==> config.mk <==
export PLATFORM = sky130hd
export DESIGN_NAME = ptbs_muldiv
export DESIGN_NICKNAME = d
export VERILOG_FILES = /design/src/polar_table_bilinear_speed_assert.svh /design/src/ptbs_pkg.sv /design/src/ptbs_muldiv.sv
export SDC_FILE = /design/constraint.sdc
export NUM_CORES = 1
export LEC_CHECK = 0
export BUFFER_PORTS_ARGS = -buffer_cell sky130_fd_sc_hd__buf_4
export CORE_ASPECT_RATIO = 0.7
export CORE_MARGIN = 2
export CORE_UTILIZATION = 65
export CTS_CLUSTER_SIZE = 40
export DETAILED_ROUTE_END_ITERATION = 10
export HOLD_SLACK_MARGIN = 0.15
export PLACE_DENSITY = 0.86
export SYNTH_ARGS = -nofsm -noshare
export SYNTH_HDL_FRONTEND = slang
export SYNTH_SLANG_ARGS = --single-unit
==> constraint.sdc <==
create_clock -name clk -period 9.8 [get_ports clk]
set_input_delay 0 -clock clk [delete_from_list [all_inputs] [get_ports clk]]
set_output_delay 0 -clock clk [all_outputs]
set_load 0.01 [all_outputs]
==> src/polar_table_bilinear_speed_assert.svh <==
// Assertion macros shared by the polar speed table RTL.
`ifndef POLAR_TABLE_BILINEAR_SPEED_ASSERT_SVH
`define POLAR_TABLE_BILINEAR_SPEED_ASSERT_SVH
`ifndef ASSERT_OFF
`define PTBS_ASSERT_IMPL(label, ante, cons) \
    label: assert property (@(posedge clk) disable iff (!rst_n) (ante) |-> (cons)) \
        else $error("implication check failed");
`define PTBS_ASSERT_NEXT(label, ante, cons) \
    label: assert property (@(posedge clk) disable iff (!rst_n) (ante) |=> (cons)) \
        else $error("next-cycle check failed");
`else
`define PTBS_ASSERT_IMPL(label, ante, cons)
`define PTBS_ASSERT_NEXT(label, ante, cons)
`endif
`endif

==> src/ptbs_pkg.sv <==
// Shared types, codes and widths for the polar speed table.
package ptbs_pkg;

    // Transaction kinds carried in tuser
    localparam logic [1:0] FUNC_WR_ANGLE = 2'd0;
    localparam logic [1:0] FUNC_WR_WIND  = 2'd1;
    localparam logic [1:0] FUNC_WR_CELL  = 2'd2;
    localparam logic [1:0] FUNC_QUERY    = 2'd3;

    // Configuration register indexes
    localparam logic [1:0] CFG_ANGLE_COUNT = 2'd0;
    localparam logic [1:0] CFG_WIND_COUNT  = 2'd1;

    // Angle wrap and fold constants, 1/16 degree
    localparam logic signed [16:0] ANG_FULL = 17'sd5760;
    localparam logic signed [16:0] ANG_HALF = 17'sd2880;

    // Multiply-divide unit widths
    localparam int A_W = 36;
    localparam int B_W = 18;
    localparam int D_W = 18;
    localparam int P_W = A_W + B_W;
    localparam int V_W = P_W + 1;

    typedef struct packed {
        logic                  start;
        logic signed [A_W-1:0] a;
        logic signed [B_W-1:0] b;
        logic signed [D_W-1:0] d;
    } md_req_t;

    typedef struct packed {
        logic                  done;
        logic signed [V_W-1:0] q;
    } md_rsp_t;

endpackage

==> src/ptbs_muldiv.sv <==
// Shared sequential unit: q = a * b / d, truncated toward zero.
module ptbs_muldiv
(
    input  logic              clk,
    input  logic              rst_n,
    input  ptbs_pkg::md_req_t req,
    output ptbs_pkg::md_rsp_t rsp
);

    localparam int A_W   = ptbs_pkg::A_W;
    localparam int B_W   = ptbs_pkg::B_W;
    localparam int D_W   = ptbs_pkg::D_W;
    localparam int P_W   = ptbs_pkg::P_W;
    localparam int V_W   = ptbs_pkg::V_W;
    localparam int CNT_W = $clog2(P_W);

    typedef enum logic [1:0] {M_IDLE, M_MUL, M_DIV} md_state_t;

    md_state_t             state_reg;
    logic [CNT_W-1:0]      cnt_reg;
    logic [P_W-1:0]        am_reg;
    logic [B_W-1:0]        bm_reg;
    logic [D_W-1:0]        dm_reg;
    logic [P_W-1:0]        acc_reg;
    logic [D_W-1:0]        rem_reg;
    logic                  neg_reg;
    logic                  done_reg;
    logic signed [V_W-1:0] q_reg;

    logic [A_W-1:0] a_mag;
    logic [B_W-1:0] b_mag;
    logic [D_W-1:0] d_mag;
    logic [D_W:0]   shifted;
    logic [D_W:0]   trial;
    logic           q_bit;
    logic [P_W-1:0] qm;

    // Operand magnitudes
    assign a_mag = req.a[A_W-1] ? A_W'(-req.a) : A_W'(req.a);
    assign b_mag = req.b[B_W-1] ? B_W'(-req.b) : B_W'(req.b);
    assign d_mag = req.d[D_W-1] ? D_W'(-req.d) : D_W'(req.d);

    // One restoring division step
    assign shifted = {rem_reg, acc_reg[P_W-1]};
    assign trial   = shifted - {1'b0, dm_reg};
    assign q_bit   = (shifted >= {1'b0, dm_reg});
    assign qm      = {acc_reg[P_W-2:0], q_bit};

    // Shift-add multiply, then one quotient bit per cycle
    always_ff @(posedge clk or negedge rst_n)
    begin
        if (!rst_n)
        begin
            state_reg <= M_IDLE;
            cnt_reg   <= '0;
            done_reg  <= 1'b0;
        end
        else
        begin
            done_reg <= 1'b0;
            case (state_reg)
                M_IDLE:
                begin
                    if (req.start)
                    begin
                        am_reg    <= P_W'(a_mag);
                        bm_reg    <= b_mag;
                        dm_reg    <= d_mag;
                        neg_reg   <= req.a[A_W-1] ^ req.b[B_W-1] ^ req.d[D_W-1];
                        acc_reg   <= '0;
                        cnt_reg   <= CNT_W'(B_W - 1);
                        state_reg <= M_MUL;
                    end
                end
                M_MUL:
                begin
                    if (bm_reg[0])
                    begin
                        acc_reg <= acc_reg + am_reg;
                    end
                    am_reg  <= am_reg << 1;
                    bm_reg  <= bm_reg >> 1;
                    cnt_reg <= cnt_reg - 1'b1;
                    if (cnt_reg == '0)
                    begin
                        cnt_reg   <= CNT_W'(P_W - 1);
                        rem_reg   <= '0;
                        state_reg <= M_DIV;
                    end
                end
                M_DIV:
                begin
                    rem_reg <= q_bit ? trial[D_W-1:0] : shifted[D_W-1:0];
                    acc_reg <= qm;
                    cnt_reg <= cnt_reg - 1'b1;
                    if (cnt_reg == '0)
                    begin
                        q_reg     <= neg_reg ? -$signed({1'b0, qm}) : $signed({1'b0, qm});
                        done_reg  <= 1'b1;
                        state_reg <= M_IDLE;
                    end
                end
                default:
                begin
                    state_reg <= M_IDLE;
                end
            endcase
        end
    end

    assign rsp.done = done_reg;
    assign rsp.q    = q_reg;

endmodule
Yosys cells after proc, flatten, opt, wreduce, memory -nomap -nowiden
Index checks and enable logic that the tools add are counted.
- word-level logic and storage cells: 63
- register bits: 227
- input bits: 75
- output and inout port bits: 56
- $lt $le $gt $ge: 1
- add/subtract/negate cells: 7
- reductions and logical operators: 12
- equality and inequality tests: 6
- bitwise logic cells: 2
- mux-type cells: 23
- operator list (kind ; number):
    $mux 54 ; 4
    $pmux 54 s3 ; 1
    $pmux 54 s2 ; 1
    $mux 18 ; 4
    $pmux 18 s2 ; 2
    $neg 54->55 ; 1
    $add 54x54->54 ; 1
    $mux 36 ; 1
    $neg 18->18 ; 2
    $neg 36->36 ; 1
    $ge 19x18->1 ; 1
    $pmux 6 s3 ; 1
    $sub 18x18->18 ; 1
    $mux 17 ; 1
    $reduce_and 3->1 ; 5
    $mux 6 ; 2
    $ne 2x2->1 const B ; 4
    $logic_not 6->1 ; 1
    $mux 2 ; 3
    $pmux 2 s3 ; 1
    $sub 6x1->6 const B ; 1
    $reduce_and 4->1 ; 1
    $reduce_bool 2->1 ; 2
    $reduce_bool 3->1 ; 1
    6 further kinds ; 8

Longest topological paths before layout
- depth in word-level cells: 4
- mapped depth: 18
- depth with buffers taken out: 17

Least setup slack after synthesis
No wires, ideal clock.
- kind: reg2reg
- start point: register state_reg[1]
- end point: register am_reg[0], enable pin
- arrival time: 4.720 ns
- path buffers: 3
- stages on the path, launching flop included: 8
- path slack: 4.569 ns
- clock period less this slack: 5.231 ns
- required time: 9.289 ns
- setup time: 0.511 ns
- cells stage by stage: dfrtp_1 -> inv_1 -> ha_1 -> clkbuf_1 -> clkbuf_1 -> buf_1 -> mux2i_1 -> nor2b_1
- cells in the longest elaborated chain, start to end: 3
- elaborated cells between the ends (all ways): 5
- classes of those cells: eq/ne: 2; reduce/logical: 3
- RTL lines (what ; RTL line ; RTL):
    start, declared ; ptbs_muldiv.sv:19 ; md_state_t state_reg;
    start signal, assigned ; ptbs_muldiv.sv:54 ; state_reg <= M_IDLE;
    start signal, assigned ; ptbs_muldiv.sv:72 ; state_reg <= M_MUL;
    start signal, assigned ; ptbs_muldiv.sv:88 ; state_reg <= M_DIV;
    $eq 2x1->1 / $logic_not 2->1 (equally long branches) ; ptbs_muldiv.sv:61 ; case (state_reg)
    $reduce_bool 2->1 (no line) / $ne 2x2->1 (equally long branches) ; - ;
    $reduce_and 3->1 (no line) * ; - ;
    end signal, assigned ; ptbs_muldiv.sv:66 ; am_reg <= P_W'(a_mag);
    end signal, assigned ; ptbs_muldiv.sv:81 ; am_reg <= am_reg << 1;
    end, declared ; ptbs_muldiv.sv:21 ; logic [P_W-1:0] am_reg;
Mark *: on every way between the ends. The rest lies on a longest branch, timed or not.
A chain may end at the register's enable or synchronous reset.

Worst setup path in the final report
- start point: register dm_reg[1]
- end point: register q_reg[54] (data pin)
- cells in the longest elaborated chain, start to end: 2
- RTL lines (what ; RTL line ; RTL):
    start, declared ; ptbs_muldiv.sv:23 ; logic [D_W-1:0] dm_reg;
    start signal, assigned ; ptbs_muldiv.sv:68 ; dm_reg <= d_mag;
    $ge 19x18->1 ; ptbs_muldiv.sv:46 ; assign q_bit = (shifted >= {1'b0, dm_reg});
    $neg 54->55 ; ptbs_muldiv.sv:98 ; q_reg <= neg_reg ? -$signed({1'b0, qm}) : $signed({1'b0, qm});
    end signal, assigned ; ptbs_muldiv.sv:98 ;
    end, declared ; ptbs_muldiv.sv:28 ; logic signed [V_W-1:0] q_reg;
Every way passes these cells.

==> flow_summary.toml <==
[outcome]
status = "completed"

[synth]
synth-seq-cells = 227
yosys-top-cells-area = "edfxtp_1, ha_1, xnor2_1"
synth_warnings = 0
synth.largest_area_cell = "edfxtp_1"
synth_most_common_cell = "edfxtp_1"
ys.flop_type = "edfxtp_1"
postSynth.asyncResetShare = 0.0396
ys_seq_area_frac = 0.449
synthTopCellsByCount = "edfxtp_1, nand2_1, o21ai_0"
synth_edf_count = 218
synth_top_area_share = 0.434
synthCells = 1529
synthDistinctLibCells = 71
synth_nets = 1686
post_synth.cell_area_avg_um2 = 9.86
synth_area_mm2 = 0.0151

[global_routing]
grt_pass1_wl_mm = 66.4
met2_usage = 0.536
busiest_layer = "met2"
grtUsageTotal = 0.341
grt_max_degree = 84
grt_overflow_total = 0
met3_usage = 0.0529
antenna_found_initial = 1
first_global_vias = 12539
use_met1 = 0.500

[clocking]
hold_buffers = 127
clock_latency_ps = 520
numCtsBuffers = 23
cts.repair.resized = 0
htreeDepth = 1
postCtsSetupBuffers = 0
clk_pin_slew_worst_paths_ps = 60
cts.path.max_buffers = 3
cts_sinks = 227
cts_tree = "yes"
clk_root_buffer_cell = "clkbuf_16"

[floorplan]
dieArea_mm2 = 0.0245
core_mm2 = 0.0227
die_x_um = 186
initial_core_util = 0.663
io_pins = 131
die_h_um = 131
rows = 46

[timing]
fin_ws_ps = 4810
clock_skew_ps = 17.6
report.final.slew_viol_count = 0
tightest_slew_ps = 963
hold_viol_final = 0
fin_crit_ps = 4990
period_share = 0.509
max_freq_mhz = 201
finalSetupTns_ps = 0
maxSlewHeadroom = 0.358
rsz0062_at_grt = "no"
setup_violations = 0

[route]
ant_nets = 0
wl_mm = 42.0
drc = 0
dr_total_vias = 13244
drtIter0Drc = 1574
wire_per_inst_um = 20.3
vias_per_cell = 6.39
drtPass1Iterations = 5

[cells_and_area]
syn_to_final_growth_pct = 21.5
drive_gt1_frac = 0.114
post-route-util = 0.806
nets = 1905
finalInstanceArea_mm2 = 0.0183
largest_reg_flops = 55

[place]
hpwl_mm = 27.0
gp_congestion = 0.934
dp_slack_ps = 5120
placed_cell_area_mm2 = 0.0163
portBuffers = 130

[power]
vdd_drop_max_uv = 124
p_leak_nw = 7.03
p_total_mw = 2.94
pwr_density_cell_mw_per_mm2 = 160

[setup_path]
crit_type = "register to register"
arrival_ps = 5240
cp_max_fo = 27
cp.required_ps = 10050
cp-end-kind = "register"
start_kind = "register"

[job]
maxCapViolCount = 0

[min_path]
hold_path.class = "input port to register"
## layer usage
metal / up-vias / wire, um
li1: 6095 / -
met4: 0 / 1100
met1: 6275 / 17800
met3: 111 / 4020
met5: - / 0
met2: 763 / 19100
## layout make-up
type	instances	area (um^2)
multi-input cells	1173	7850
flip-flops and latches	227	6770
fillers	1345	4410
repair buffers	268	2330
clock buffers	26	587
well taps	312	390
inverters	55	206
clock inverters	11	181
diodes	1	2.50
## metrics by stage
step,cells,hold slack [ps]
5_1_grt,2072,243
2_1_floorplan,1529,-296
6_report,2073,245
4_1_cts,2072,229
3_3_place_gp,1908,-151
3_5_place_dp,1908,-150
## path summary, 6_finish.rpt
path	from	to	slack, ps	cells after the start
worst max-delay path	dm_reg[1]	q_reg[54]	4810	15
worst min-delay path	req[0]	dm_reg[0]	250	2
worst max register to register	dm_reg[1]	q_reg[54]	4810	15
worst min register to register	cnt_reg[1]	cnt_reg[1]	520	2
max in group asynchronous	rst_n	cnt_reg[1]	8920	3
min in group asynchronous	rst_n	cnt_reg[5]	560	3
## logic make-up (layout without fill, tap and decap cells)
kind of cell    count (synthesis)  in the layout  share of synthesized area
buf+inv                       129            360                     0.0324
other cells                     0              1                          0
mux                             9              9                    0.00606
fa+ha+maj                      82             82                     0.0690
compound gates                454            454                      0.192
flops                         227            227                      0.449
xor+xnor                      176            176                      0.102
simple gates                  452            452                      0.149
## power breakdown
| part | leakage, nW | switching, mW | internal (mW) |
|---|---|---|---|
| Sequential | 2.13 | 0.0539 | 1.16 |
| Combinational | 4.53 | 0.454 | 0.340 |
| Clock | 0.369 | 0.373 | 0.558 |
| Total | 7.03 | 0.881 | 2.06 |
## worst max-delay path: stages, from the launching register on
cell and delay, ps:
edfxtp_1 390, inv_1 70, ha_1 310, nor2b_1 140, o21ai_0 290, a21boi_0 190, o21ai_0 310, a21o_1 220
o21ai_0 180, o21a_1 440, inv_2 500, ha_1 300, nand4_1 220, or3_4 500, or3_4 370, o41a_1 310
## cell usage in the layout, fill, tap and decap left out, types with 22 or more instances in the layout
cell,synthesis,final
nand2_1,177,177
a21o_1,40,40
a21oi_1,88,88
inv_1,53,53
buf_4,1,141
ha_1,80,79
nor2_1,59,58
or3_1,22,22
edfxtp_1,218,218
and2_1,26,26
o31ai_1,45,45
o21ai_0,148,148
xnor2_1,106,106
xor2_1,70,70
clkbuf_16,0,23
nor2b_1,37,36
dlygate4sd3_1,0,127
(Power assumes the default switching activity.)
